`config.mk`:
```
export PLATFORM = sky130hd
export DESIGN_NAME = carrier_nco_downconverter_core
export DESIGN_NICKNAME = d
export VERILOG_FILES = /design/src/hdl/cndc_pkg.sv /design/src/hdl/cndc_nco.sv /design/src/hdl/cndc_mixer.sv /design/src/hdl/carrier_nco_downconverter_core.sv
export SDC_FILE = /design/constraint.sdc
export NUM_CORES = 1
export LEC_CHECK = 0
export BUFFER_PORTS_ARGS = -buffer_cell sky130_fd_sc_hd__clkbuf_2
export CAP_MARGIN = 20
export CORE_ASPECT_RATIO = 0.5
export CORE_MARGIN = 2
export CORE_UTILIZATION = 57
export DETAILED_ROUTE_END_ITERATION = 7
export GPL_TIMING_DRIVEN = 1
export PLACE_DENSITY = 0.79
export SKIP_CTS_REPAIR_TIMING = 1
export SYNTH_ARGS = -nofsm -noshare
export SYNTH_HDL_FRONTEND = slang
export SYNTH_HIERARCHICAL = 1
export SYNTH_SLANG_ARGS = --single-unit
```
`constraint.sdc`:
```
create_clock -name i_clk -period 7.75 [get_ports i_clk]
set_input_delay 1.55 -clock i_clk [delete_from_list [all_inputs] [get_ports i_clk]]
set_output_delay 1.55 -clock i_clk [all_outputs]
set_load 0.03 [all_outputs]
```
`src/hdl/cndc_pkg.sv`:
```
// Shared types, constants and local oscillator tables for the carrier NCO downconverter.
`timescale 1ns / 1ps

package cndc_pkg;

    localparam int PHASE_W    = 32;
    localparam int CYCLES_W   = 32;
    localparam int TBL_IDX_W  = 6;
    localparam int TBL_DEPTH  = 1 << TBL_IDX_W;
    localparam int COEF_W     = 5;
    localparam int MIXED_W    = 6;
    localparam int M_TDATA_W  = ((2 * MIXED_W + CYCLES_W + 7) / 8) * 8;
    localparam int M_PAD_W    = M_TDATA_W - 2 * MIXED_W - CYCLES_W;
    localparam int APB_ADDR_W = 3;
    localparam int APB_DATA_W = 32;

    // Register index, taken from the word address bit of paddr.
    localparam logic REG_FREQ_WORD = 1'b0;
    localparam logic REG_PRE_SHIFT = 1'b1;

    // Scaling codes.
    localparam logic [1:0] SHIFT_TRUNC3 = 2'd3;
    localparam logic [2:0] BASE_SHIFT   = 3'd3;

    typedef logic signed [COEF_W-1:0] t_coef;

    // Oscillator tap for one sample: coefficient pair and the updated cycle count.
    typedef struct packed {
        t_coef               lo_cos;
        t_coef               lo_nsin;
        logic [CYCLES_W-1:0] cycles;
    } t_nco_tap;

    localparam t_coef LO_COS [TBL_DEPTH] = '{
         5'sd12,  5'sd12,  5'sd12,  5'sd11,  5'sd11,  5'sd10,  5'sd10,  5'sd9,
         5'sd8,   5'sd7,   5'sd6,   5'sd5,   5'sd4,   5'sd3,   5'sd2,   5'sd1,
        -5'sd1,  -5'sd2,  -5'sd3,  -5'sd4,  -5'sd5,  -5'sd6,  -5'sd7,  -5'sd8,
        -5'sd9,  -5'sd10, -5'sd10, -5'sd11, -5'sd11, -5'sd12, -5'sd12, -5'sd12,
        -5'sd12, -5'sd12, -5'sd12, -5'sd11, -5'sd11, -5'sd10, -5'sd10, -5'sd9,
        -5'sd8,  -5'sd7,  -5'sd6,  -5'sd5,  -5'sd4,  -5'sd3,  -5'sd2,  -5'sd1,
         5'sd1,   5'sd2,   5'sd3,   5'sd4,   5'sd5,   5'sd6,   5'sd7,   5'sd8,
         5'sd9,   5'sd10,  5'sd10,  5'sd11,  5'sd11,  5'sd12,  5'sd12,  5'sd12
    };

    localparam t_coef LO_NSIN [TBL_DEPTH] = '{
        -5'sd1,  -5'sd2,  -5'sd3,  -5'sd4,  -5'sd5,  -5'sd6,  -5'sd7,  -5'sd8,
        -5'sd9,  -5'sd10, -5'sd10, -5'sd11, -5'sd11, -5'sd12, -5'sd12, -5'sd12,
        -5'sd12, -5'sd12, -5'sd12, -5'sd11, -5'sd11, -5'sd10, -5'sd10, -5'sd9,
        -5'sd8,  -5'sd7,  -5'sd6,  -5'sd5,  -5'sd4,  -5'sd3,  -5'sd2,  -5'sd1,
         5'sd1,   5'sd2,   5'sd3,   5'sd4,   5'sd5,   5'sd6,   5'sd7,   5'sd8,
         5'sd9,   5'sd10,  5'sd10,  5'sd11,  5'sd11,  5'sd12,  5'sd12,  5'sd12,
         5'sd12,  5'sd12,  5'sd12,  5'sd11,  5'sd11,  5'sd10,  5'sd10,  5'sd9,
         5'sd8,   5'sd7,   5'sd6,   5'sd5,   5'sd4,   5'sd3,   5'sd2,   5'sd1
    };

endpackage

```
`src/hdl/cndc_nco.sv`:
```
// Carrier phase accumulator, cycle counter and oscillator table lookup.
`timescale 1ns / 1ps

module cndc_nco (
    input  logic                         i_clk,
    input  logic                         i_rst_n,
    input  logic                         i_step,
    input  logic [cndc_pkg::PHASE_W-1:0] i_freq_word,
    output cndc_pkg::t_nco_tap           o_tap
);

    logic [cndc_pkg::PHASE_W-1:0]   r_phase;
    logic [cndc_pkg::PHASE_W-1:0]   n_phase;
    logic [cndc_pkg::CYCLES_W-1:0]  r_cycles;
    logic [cndc_pkg::CYCLES_W-1:0]  n_cycles;
    logic                           carry;
    logic [cndc_pkg::TBL_IDX_W-1:0] idx;

    assign {carry, n_phase} = {1'b0, r_phase} + {1'b0, i_freq_word};

    // Count up on a wrap for positive words, down when the phase moves up on negative ones.
    always_comb begin
        n_cycles = r_cycles;
        if (i_freq_word[cndc_pkg::PHASE_W-1]) begin
            if (n_phase > r_phase) begin
                n_cycles = r_cycles - cndc_pkg::CYCLES_W'(1);
            end
        end else if (carry) begin
            n_cycles = r_cycles + cndc_pkg::CYCLES_W'(1);
        end
    end

    assign idx = r_phase[cndc_pkg::PHASE_W-1 -: cndc_pkg::TBL_IDX_W];

    always_comb begin
        o_tap.lo_cos  = cndc_pkg::LO_COS[idx];
        o_tap.lo_nsin = cndc_pkg::LO_NSIN[idx];
        o_tap.cycles  = n_cycles;
    end

    always_ff @(posedge i_clk) begin
        if (!i_rst_n) begin
            r_phase  <= '0;
            r_cycles <= '0;
        end else if (i_step) begin
            r_phase  <= n_phase;
            r_cycles <= n_cycles;
        end
    end

endmodule

```
`src/hdl/cndc_mixer.sv`:
```
// Complex mixer with selectable scaling and symmetric saturation.
`timescale 1ns / 1ps

module cndc_mixer #(
    parameter int SAMPLE_BITS = 8
) (
    input  logic signed [SAMPLE_BITS-1:0]        i_sample_re,
    input  logic signed [SAMPLE_BITS-1:0]        i_sample_im,
    input  cndc_pkg::t_coef                      i_lo_cos,
    input  cndc_pkg::t_coef                      i_lo_nsin,
    input  logic [1:0]                           i_shift_mode,
    output logic signed [cndc_pkg::MIXED_W-1:0]  o_mixed_re,
    output logic signed [cndc_pkg::MIXED_W-1:0]  o_mixed_im
);

    localparam int P_W = SAMPLE_BITS + cndc_pkg::COEF_W + 1;

    logic signed [P_W-1:0] a;
    logic signed [P_W-1:0] b;
    logic signed [P_W-1:0] c;
    logic signed [P_W-1:0] d;
    logic signed [P_W-1:0] re_sum;
    logic signed [P_W-1:0] im_sum;
    logic [2:0]            sh;
    logic                  conv;

    function automatic logic signed [cndc_pkg::MIXED_W-1:0] scale_sat(
        input logic signed [P_W-1:0] x,
        input logic [2:0]            n,
        input logic                  rnd
    );
        logic signed [P_W-1:0] q;
        logic [P_W-1:0]        mask;
        logic [P_W-1:0]        r;
        logic [P_W-1:0]        half;
        q    = x >>> n;
        mask = (P_W'(1) << n) - P_W'(1);
        r    = $unsigned(x) & mask;
        half = P_W'(1) << (n - 3'd1);
        // Round half to even.
        if (rnd && ((r > half) || ((r == half) && q[0]))) begin
            q = q + P_W'(1);
        end
        if (q > P_W'(31)) begin
            q = P_W'(31);
        end else if (q < P_W'(-31)) begin
            q = P_W'(-31);
        end
        return q[cndc_pkg::MIXED_W-1:0];
    endfunction

    always_comb begin
        a = P_W'(i_sample_re);
        b = P_W'(i_sample_im);
        c = P_W'(i_lo_cos);
        d = P_W'(i_lo_nsin);
        re_sum = a * c - b * d;
        im_sum = a * d + b * c;
    end

    assign conv = (i_shift_mode != cndc_pkg::SHIFT_TRUNC3);
    assign sh   = conv ? (cndc_pkg::BASE_SHIFT + {1'b0, i_shift_mode})
                       : cndc_pkg::BASE_SHIFT;

    assign o_mixed_re = scale_sat(re_sum, sh, conv);
    assign o_mixed_im = scale_sat(im_sum, sh, conv);

endmodule

```
`src/hdl/carrier_nco_downconverter_core.sv`:
```
// Top level of the carrier NCO downconverter: register port, sample pipeline, result register.
`timescale 1ns / 1ps

// Channel   Dir  Handshake                     Payload
// s_axis    in   s_axis_tvalid/s_axis_tready   sample_re, sample_im
// m_axis    out  m_axis_tvalid/m_axis_tready   mixed_re, mixed_im, carrier_cycles
// apb       in   psel/penable/pwrite/pready    carrier_freq_word @0x0, pre_shift_mode @0x4
//
// One request per clock sustained while m_axis_tready is high; an accepted request goes to
// stage one, then to the result register. The only loops are the 32-bit phase add and the cycle
// count, both stepped at acceptance. Stage one holds the sample with its oscillator tap; the mixer
// fills the result register. A stall on m_axis is absorbed by stage one: if it is empty, one more
// request is taken before s_axis_tready drops.
// Synchronous active-low reset clears phase, cycle count, config registers and valid flags.

module carrier_nco_downconverter_core #(
    parameter int SAMPLE_BITS = 8,
    localparam int S_TDATA_W = ((2 * SAMPLE_BITS + 7) / 8) * 8
) (
    input  logic                              i_clk,
    input  logic                              i_rst_n,

    input  logic                              s_axis_tvalid,
    output logic                              s_axis_tready,
    // sample_re [SAMPLE_BITS-1:0], sample_im [2*SAMPLE_BITS-1:SAMPLE_BITS], zero pad
    input  logic [S_TDATA_W-1:0]              s_axis_tdata,

    output logic                              m_axis_tvalid,
    input  logic                              m_axis_tready,
    // mixed_re [5:0], mixed_im [11:6], carrier_cycles [43:12], zero pad [47:44]
    output logic [cndc_pkg::M_TDATA_W-1:0]    m_axis_tdata,

    input  logic                              psel,
    input  logic                              penable,
    input  logic                              pwrite,
    input  logic [cndc_pkg::APB_ADDR_W-1:0]   paddr,
    input  logic [cndc_pkg::APB_DATA_W-1:0]   pwdata,
    output logic [cndc_pkg::APB_DATA_W-1:0]   prdata,
    output logic                              pready
);

    // Configuration registers
    logic [cndc_pkg::PHASE_W-1:0] r_freq_word;
    logic [1:0]                   r_pre_shift;
    logic                         cfg_wr;
    logic                         reg_sel;

    // Pipeline control
    logic                         s_accept;
    logic                         advance;
    logic                         r_s1_valid;
    logic                         r_out_valid;

    // Stage one payload
    logic signed [SAMPLE_BITS-1:0] r_s1_re;
    logic signed [SAMPLE_BITS-1:0] r_s1_im;
    cndc_pkg::t_nco_tap            r_s1_tap;
    cndc_pkg::t_nco_tap            nco_tap;

    // Result payload
    logic signed [cndc_pkg::MIXED_W-1:0] mix_re;
    logic signed [cndc_pkg::MIXED_W-1:0] mix_im;
    logic signed [cndc_pkg::MIXED_W-1:0] r_out_re;
    logic signed [cndc_pkg::MIXED_W-1:0] r_out_im;
    logic [cndc_pkg::CYCLES_W-1:0]       r_out_cycles;

    // ---------------- register port ----------------
    assign pready  = 1'b1;
    assign reg_sel = paddr[2];
    assign cfg_wr  = psel && penable && pwrite && pready;

    always_ff @(posedge i_clk) begin
        if (!i_rst_n) begin
            r_freq_word <= '0;
            r_pre_shift <= '0;
        end else if (cfg_wr) begin
            unique case (reg_sel)
                cndc_pkg::REG_FREQ_WORD: r_freq_word <= pwdata;
                cndc_pkg::REG_PRE_SHIFT: r_pre_shift <= pwdata[1:0];
                default: ;
            endcase
        end
    end

    always_comb begin
        unique case (reg_sel)
            cndc_pkg::REG_FREQ_WORD: prdata = r_freq_word;
            cndc_pkg::REG_PRE_SHIFT: prdata = {30'd0, r_pre_shift};
            default:                 prdata = '0;
        endcase
    end

    // ---------------- flow control ----------------
    // Advance stage one into the result register whenever that register is free or draining.
    assign advance       = !r_out_valid || m_axis_tready;
    assign s_axis_tready = !r_s1_valid || advance;
    assign s_accept      = s_axis_tvalid && s_axis_tready;

    always_ff @(posedge i_clk) begin
        if (!i_rst_n) begin
            r_s1_valid  <= 1'b0;
            r_out_valid <= 1'b0;
        end else begin
            if (s_axis_tready) begin
                r_s1_valid <= s_axis_tvalid;
            end
            if (advance) begin
                r_out_valid <= r_s1_valid;
            end
        end
    end

    // ---------------- oscillator ----------------
    // Step the phase only on an accepted request; the tap uses the phase before the step.
    cndc_nco u_nco (
        .i_clk       (i_clk),
        .i_rst_n     (i_rst_n),
        .i_step      (s_accept),
        .i_freq_word (r_freq_word),
        .o_tap       (nco_tap)
    );

    // Capture the sample with its tap.
    always_ff @(posedge i_clk) begin
        if (s_accept) begin
            r_s1_re  <= s_axis_tdata[SAMPLE_BITS-1:0];
            r_s1_im  <= s_axis_tdata[2*SAMPLE_BITS-1:SAMPLE_BITS];
            r_s1_tap <= nco_tap;
        end
    end

    // ---------------- mixer ----------------
    cndc_mixer #(
        .SAMPLE_BITS (SAMPLE_BITS)
    ) u_mixer (
        .i_sample_re  (r_s1_re),
        .i_sample_im  (r_s1_im),
        .i_lo_cos     (r_s1_tap.lo_cos),
        .i_lo_nsin    (r_s1_tap.lo_nsin),
        .i_shift_mode (r_pre_shift),
        .o_mixed_re   (mix_re),
        .o_mixed_im   (mix_im)
    );

    // Load the result register; hold it while the downstream side stalls.
    always_ff @(posedge i_clk) begin
        if (advance && r_s1_valid) begin
            r_out_re     <= mix_re;
            r_out_im     <= mix_im;
            r_out_cycles <= r_s1_tap.cycles;
        end
    end

    assign m_axis_tvalid = r_out_valid;
    assign m_axis_tdata  = {{cndc_pkg::M_PAD_W{1'b0}}, r_out_cycles, r_out_im, r_out_re};

    // ---------------- assertions ----------------
    // Backpressure reaches the input only when both stages are full and the output stalls.
    a_ready_low_full: assert property (@(posedge i_clk) disable iff (!i_rst_n)
        !s_axis_tready |-> (r_s1_valid && r_out_valid && !m_axis_tready))
        else $error("s_axis_tready low without a full, stalled pipeline");

    // A held stage one request is never dropped.
    a_s1_hold: assert property (@(posedge i_clk) disable iff (!i_rst_n)
        (r_s1_valid && !advance) |=> r_s1_valid)
        else $error("stage one request lost during stall");

    // Saturation is symmetric: the most negative code never leaves the block.
    a_no_min_code: assert property (@(posedge i_clk) disable iff (!i_rst_n)
        r_out_valid |-> ((r_out_re != -6'sd32) && (r_out_im != -6'sd32)))
        else $error("mixed output holds the excluded code");

    // A result leaves the pipeline only after it was loaded from stage one.
    a_out_source: assert property (@(posedge i_clk) disable iff (!i_rst_n)
        $rose(r_out_valid) |-> $past(r_s1_valid))
        else $error("result valid without a stage one request");

endmodule
```
* Word-level counts from Yosys, hierarchy flattened
Memory sizes are Yosys's and may differ from the RTL's. A register that Yosys moved wholly into a read port is not among the register bits. Index checks and enable logic that the tools add are counted.
Operators by class: div/mod/pow operators 0, muxes and demuxes 9, $mul 4, reductions and logical operators 18, bitwise logic cells 4, $add $sub $neg 10, shift operators 4, equal/unequal tests 3, magnitude comparators 7
Operator list (count):
- 32-bit 2-to-1 mux | 3
- 32-bit one-hot mux with 2 select lines | 1
- 8-bit by 5-bit multiplier with 13-bit output | 4
- 32-bit by 32-bit adder with 33-bit output | 1
- 32-bit by 1-bit adder with 32-bit output, second input constant | 1
- 32-bit greater-than comparator | 1
- 32-bit by 1-bit subtractor with 32-bit output, second input constant | 1
- 14-bit by 2-bit adder with 14-bit output, second input constant | 2
- 14-bit AND | 2
- 14-bit equality test | 2
- 14-bit greater-than comparator | 2
- 14-bit by 6-bit greater-than comparator with 1-bit output, second input constant | 2
- 14-bit by 6-bit < comparator with 1-bit output, second input constant | 2
- 14-bit 2-to-1 mux | 2
- 1-bit by 3-bit left shift with 14-bit output, first input constant | 2
- 14-bit by 3-bit >>> shifter with 14-bit output | 2
- 14-bit adder | 1
- 14-bit subtractor | 1
- 14-bit by 2-bit subtractor with 14-bit output, second input constant | 1
- 6-bit 2-to-1 mux | 2
- 1-bit logical AND | 8
- 6-bit NOT with 7-bit output | 1
- 1-bit logical OR | 4
- 2-bit AND reduction | 2
- 7 further kinds | 9
Word-level totals: bits in read-only memories 640, output and inout port bits 83, memory bits (writable) 0, memories kept 2, bits in registers 192, latch bits 0
Memory list:
- (no name shown) | depth 64, bits a word 5, rd ports 1, clocked after memory_dff 1, wr ports 0, RTL line cndc_nco.sv:36 | o_tap.lo_cos = cndc_pkg::LO_COS[idx];
- (no name shown) | depth 64, bits a word 5, rd ports 1, clocked after memory_dff 1, wr ports 0, RTL line cndc_nco.sv:37 | o_tap.lo_nsin = cndc_pkg::LO_NSIN[idx];

* Longest topological paths before layout
word-level depth 12, mapped depth 28

* By module
Netlist, hierarchy kept.
Modules (own cells, without submodules):
- cndc_mixer | area an instance 8863.5 um^2, cells an instance 1042, sequential area each 0.0 um^2, instances 1
- cndc_nco | area an instance 7178.1 um^2, cells an instance 970, sequential area each 1281.2 um^2, instances 1
- carrier_nco_downconverter_core | area an instance 4804.6 um^2, cells an instance 301, sequential area each 3783.6 um^2, instances 1

* Worst setup path before layout
No wires, ideal clock.
path type register to register, start point reg r_s1_tap[41] (netlist name), end point reg r_out_re[2] (netlist bit), data pin, cell stages (with the launch flop) 27, data arrival time 7.015 ns, period minus slack after synthesis 7.281 ns, setup time 0.265 ns, path slack 0.469 ns, path buffers 1, path through edfxtp_1 -> inv_1 -> clkbuf_1 -> nor2_1 -> fa_1 -> inv_1 -> fa_1 -> fa_1 -> fa_1 -> inv_1 -> fa_1 -> ha_1 -> nor2_1 -> nor3b_1 -> nor3_1 -> ha_1 -> a21o_1 -> a21o_1 -> a21oi_1 -> o31a_1 -> o32ai_1 -> a221oi_1 -> nor4_1 -> xnor2_1 -> o211a_2 -> a31oi_2 -> or3_1
Between the ends: longest elaborated chain between the ends 10, elaborated cells on any way between the ends 14, those cells by class 2 x add/sub; 1 x mul; 3 x order compare; 1 x eq/ne; 1 x shift; 2 x mux; 1 x bitwise; 3 x reduce/logical
RTL lines:
- 8-bit by 5-bit multiplier with 13-bit output (*) | RTL line cndc_mixer.sv:57 | re_sum = a * c - b * d;
- 14-bit subtractor (*) | RTL line cndc_mixer.sv:57
- branches (longest 5 deep; another with 14-bit by 2-bit adder with 14-bit output)
- 14-bit 2-to-1 mux (*) | RTL line cndc_mixer.sv:41 | if (rnd && ((r > half) || ((r == half) && q[0]))) begin
- 14-bit by 6-bit < comparator with 1-bit output | RTL line cndc_mixer.sv:46 | end else if (q < P_W'(-31)) begin
- 6-bit 2-to-1 mux | RTL line cndc_mixer.sv:46
- to (signal assigned) | RTL line carrier_nco_downconverter_core.sv:148 | r_out_re <= mix_re;
- to (decl) | RTL line carrier_nco_downconverter_core.sv:63 | logic signed [cndc_pkg::MIXED_W-1:0] r_out_re;
Every way passes the cells marked *. A chain may end at the register's enable or synchronous reset.

* Worst setup path after layout
start point reg r_s1_im[3], end point reg r_out_re[2] (netlist bit), data pin
Between the ends: longest elaborated chain between the ends 10, elaborated cells on any way between the ends 14, those cells by class 2 x add/sub; 1 x mul; 3 x order compare; 1 x eq/ne; 1 x shift; 2 x mux; 1 x bitwise; 3 x reduce/logical
RTL lines:
- from (decl) | RTL line carrier_nco_downconverter_core.sv:56 | logic signed [SAMPLE_BITS-1:0] r_s1_im;
- from (signal assigned) | RTL line carrier_nco_downconverter_core.sv:127 | r_s1_im <= s_axis_tdata[2*SAMPLE_BITS-1:SAMPLE_BITS];
- 8-bit by 5-bit multiplier with 13-bit output (*) | RTL line cndc_mixer.sv:57
- 14-bit subtractor (*) | RTL line cndc_mixer.sv:57
- branches (longest 5 deep; another with 14-bit by 2-bit adder with 14-bit output)
- 14-bit 2-to-1 mux (*) | RTL line cndc_mixer.sv:41
- 14-bit by 6-bit < comparator with 1-bit output | RTL line cndc_mixer.sv:46
- 6-bit 2-to-1 mux | RTL line cndc_mixer.sv:46
Marked as above.

==> summary.md <==
| Metric | Value |
|---|---|
| Initial antenna violation count | 0 |
| Yosys reg bits | 202 |
| Total gr overflow | 0 |
| Largest area contributor in the netlist | edfxtp_1 |
| Detailed Route WL | 49500 um |
| Setup slack, reg-to-reg | 0.32 ns |
| Chip Width | 274 um |
| Area grow syn2layout | 9.92% |
| F_max | 135 MHz |
| Seq/Total Area, Yosys | 0.243 |
| Maxcap violations | 0 |
| First-pass GRT wire length | 81900 um |
| Setup TNS | 0 ns |
| Placed inst area | 21900 um2 |
| Final Hold Fails | 0 |
| Setup violators final | 0 |
| Vias in the first global route | 16.9k |
| Clock Latency Late Sink | 0.54 ns |
| Layout cells sized above 1 | 0.124 |
| HP Class | flop to flop |
| Synth area leaders | edfxtp_1 15%, fa_1 14%, ha_1 10% |
| Htree depth | 1 |
| Vias/cell | 5.85 |
| 1st-iter DRT viols | 1203 |
| Post-route design area | 22900 um2 |
| TritonCTS clock tree | yes |
| Cell Rows | 49 |
| CP Launch Type | flop |
| CTS Sinks | 202 |
| DP HPWL | 37000 um |
| Avg Cell Area, Syn | 9.01 um2 |
| Netlist Area Pre-Place | 20800 um2 |
| Buffers on Ports | 133 |
| Starting Density | 0.579 |
| Tcrit/Tclk final | 0.959 |
| Clock root buffer | clkbuf_16 |
| GPL Wtd Cong | 0.912 |
| Cell variety after synth | 106 |
| CTS clk-pin slew, worst paths | 0.07 ns |
| Via count | 17.2k |
| Finished Core Util | 0.637 |
| Cell count after placement | 2857 |
| Crit path DAT | 7.72 ns |
| CP Class | flop to flop |
| Nets | 2808 |
| CTS Buffer Depth | 3 |
| Ys async rst share | 0 |
| Avg WL per Cell | 16.9 um |
| Pin count of the biggest net entering global routing | 86 |
| CTS Buf Count | 22 |
| Crit-path max FO | 7 |
| Synth warn | 6 |
| Slew @ Worst Pin | 1.11 ns |
| Max-slew violations | 0 |
| Post-synth top area share | 0.147 |
| Die area | 38200 um2 |
| Core Box Area | 36000 um2 |
| Max_slew headroom | 0.262 |
| Status | complete, no violations |
| CP required | 8.04 ns |
| Final ANT Viol Nets | 0 |
| Worst Skew | 0.0133 ns |
| I/O pin cnt | 141 |
| # diodes | 0 |
| CP endpoint kind | flop |
| Top_reg_cell synth | edfxtp_1 |
| Total Routing Usage GR | 0.260 |
| Syn Inst Count | 2313 |
| Most frequent cell after synthesis | nand2_1 |
| Die Ht | 139 um |
| Filler cells | 2909 |
| DR DRC count | 0 |
| Commonest cells post-synth | 248 x nand2_1, 235 x inv_1, 167 x ha_1 |
| Post-synth EDFFs | 102 |
| Post-layout minimum cycle time | 7.43 ns |
| Pre-Repair DR Iteration Count | 5 |
| Fin cells | 2933 |
==> path summary, 6_finish.rpt <==
kind / start / end / cells after the start
max: r_s1_im[3] / r_out_re[2] / 24
max reg2reg: r_s1_im[3] / r_out_re[2] / 24
min: r_s1_tap[31] / r_out_cycles[31] / 0
min reg2reg: r_s1_tap[31] / r_out_cycles[31] / 0
==> area by class of cell <==
type                    count  area, um2  area share
multi-input cells        1759      14400       0.629
flip-flops and latches    202       5060       0.221
repair buffers            210       1240      0.0543
inverters                 238        893      0.0390
clock buffers              29        607      0.0265
well taps                 484        606      0.0264
clock inverters            11       82.6     0.00360
==> cell usage in the layout (no fill, tap or decap), types with 11 or more instances in the layout <==
cell,count
o31ai_1,11
nand3_1,41
dfxtp_1,100
a21o_1,40
xnor2_1,67
clkbuf_16,22
a31oi_1,12
and3_1,15
clkbuf_2,132
a21oi_1,82
nand2_1,248
o21ai_0,32
nor2b_1,56
inv_1,234
nor4_1,17
ha_1,166
nor2_1,128
and2_1,108
o21ai_1,22
o32ai_1,12
or3_1,11
o22ai_1,18
nand4_1,31
buf_4,77
nand2b_1,51
edfxtp_1,102
fa_1,150
mux2i_1,108
nor3_1,27
o211ai_1,26
xor2_1,42
a211oi_1,20
o21a_1,16
==> metrics by stage <==
step / hold slack, ns / setup WS [ns]
after floorplan: 0.400 / 0.469
after global placement: 0.403 / 0.249
after detailed placement: 0.406 / 0.203
after CTS: 0.416 / 0.151
after global routing: 0.422 / -0.0271
final: 0.414 / 0.321
==> critical path: stages, from the launching register on <==
cell and delay [ns]:
edfxtp_1 0.51, buf_4 0.20, and2_1 0.17, fa_1 0.56, fa_1 0.44, fa_1 0.52, fa_1 0.59, inv_1 0.07
fa_1 0.45, ha_1 0.39, o211ai_2 0.13, o21ai_2 0.27, xor2_2 0.15, and2_1 0.19, ha_1 0.30, nand4_1 0.11
o31a_1 0.32, o32ai_1 0.20, a221oi_1 0.17, buf_4 0.20, nor3_1 0.32, mux2i_1 0.23, a22o_1 0.17, a31oi_2 0.12
or3_1 0.39
==> registers in the layout (all words and copies together) (netlist names), 2 cells and up <==
name	flops
r_pre_shift	2
r_freq_word	32
u_nco/r_cycles	32
r_out_re	6
u_nco/r_phase	32
r_s1_tap	42
r_s1_re	8
r_out_im	6
r_s1_im	8
r_out_cycles	32
==> cell families (layout without fill, tap and decap cells) <==
logic type      count (synthesis)  count (layout)  share of synthesized area
compound gates                409             409                      0.140
fa+ha+maj                     317             317                      0.244
buf+inv                       358             488                     0.0690
xor+xnor                      113             113                     0.0495
other cells                     3               9                   0.000540
mux                           120             120                     0.0605
flops                         202             202                      0.243
simple gates                  791             791                      0.193
==> per-layer routing <==
layer | up-vias | share of wire | track usage
met3 | 86 | 0.068 | 0.0450
met1 | 8268 | 0.42 | 0.333
met5 | - | 0 | 0
li1 | 8253 | - | -
met4 | 0 | 0.025 | 0.0749
met2 | 545 | 0.49 | 0.452
Power is left out: the tool's default activity adds up to more than one toggle a clock period on the data nets, which glitch-free logic cannot reach.
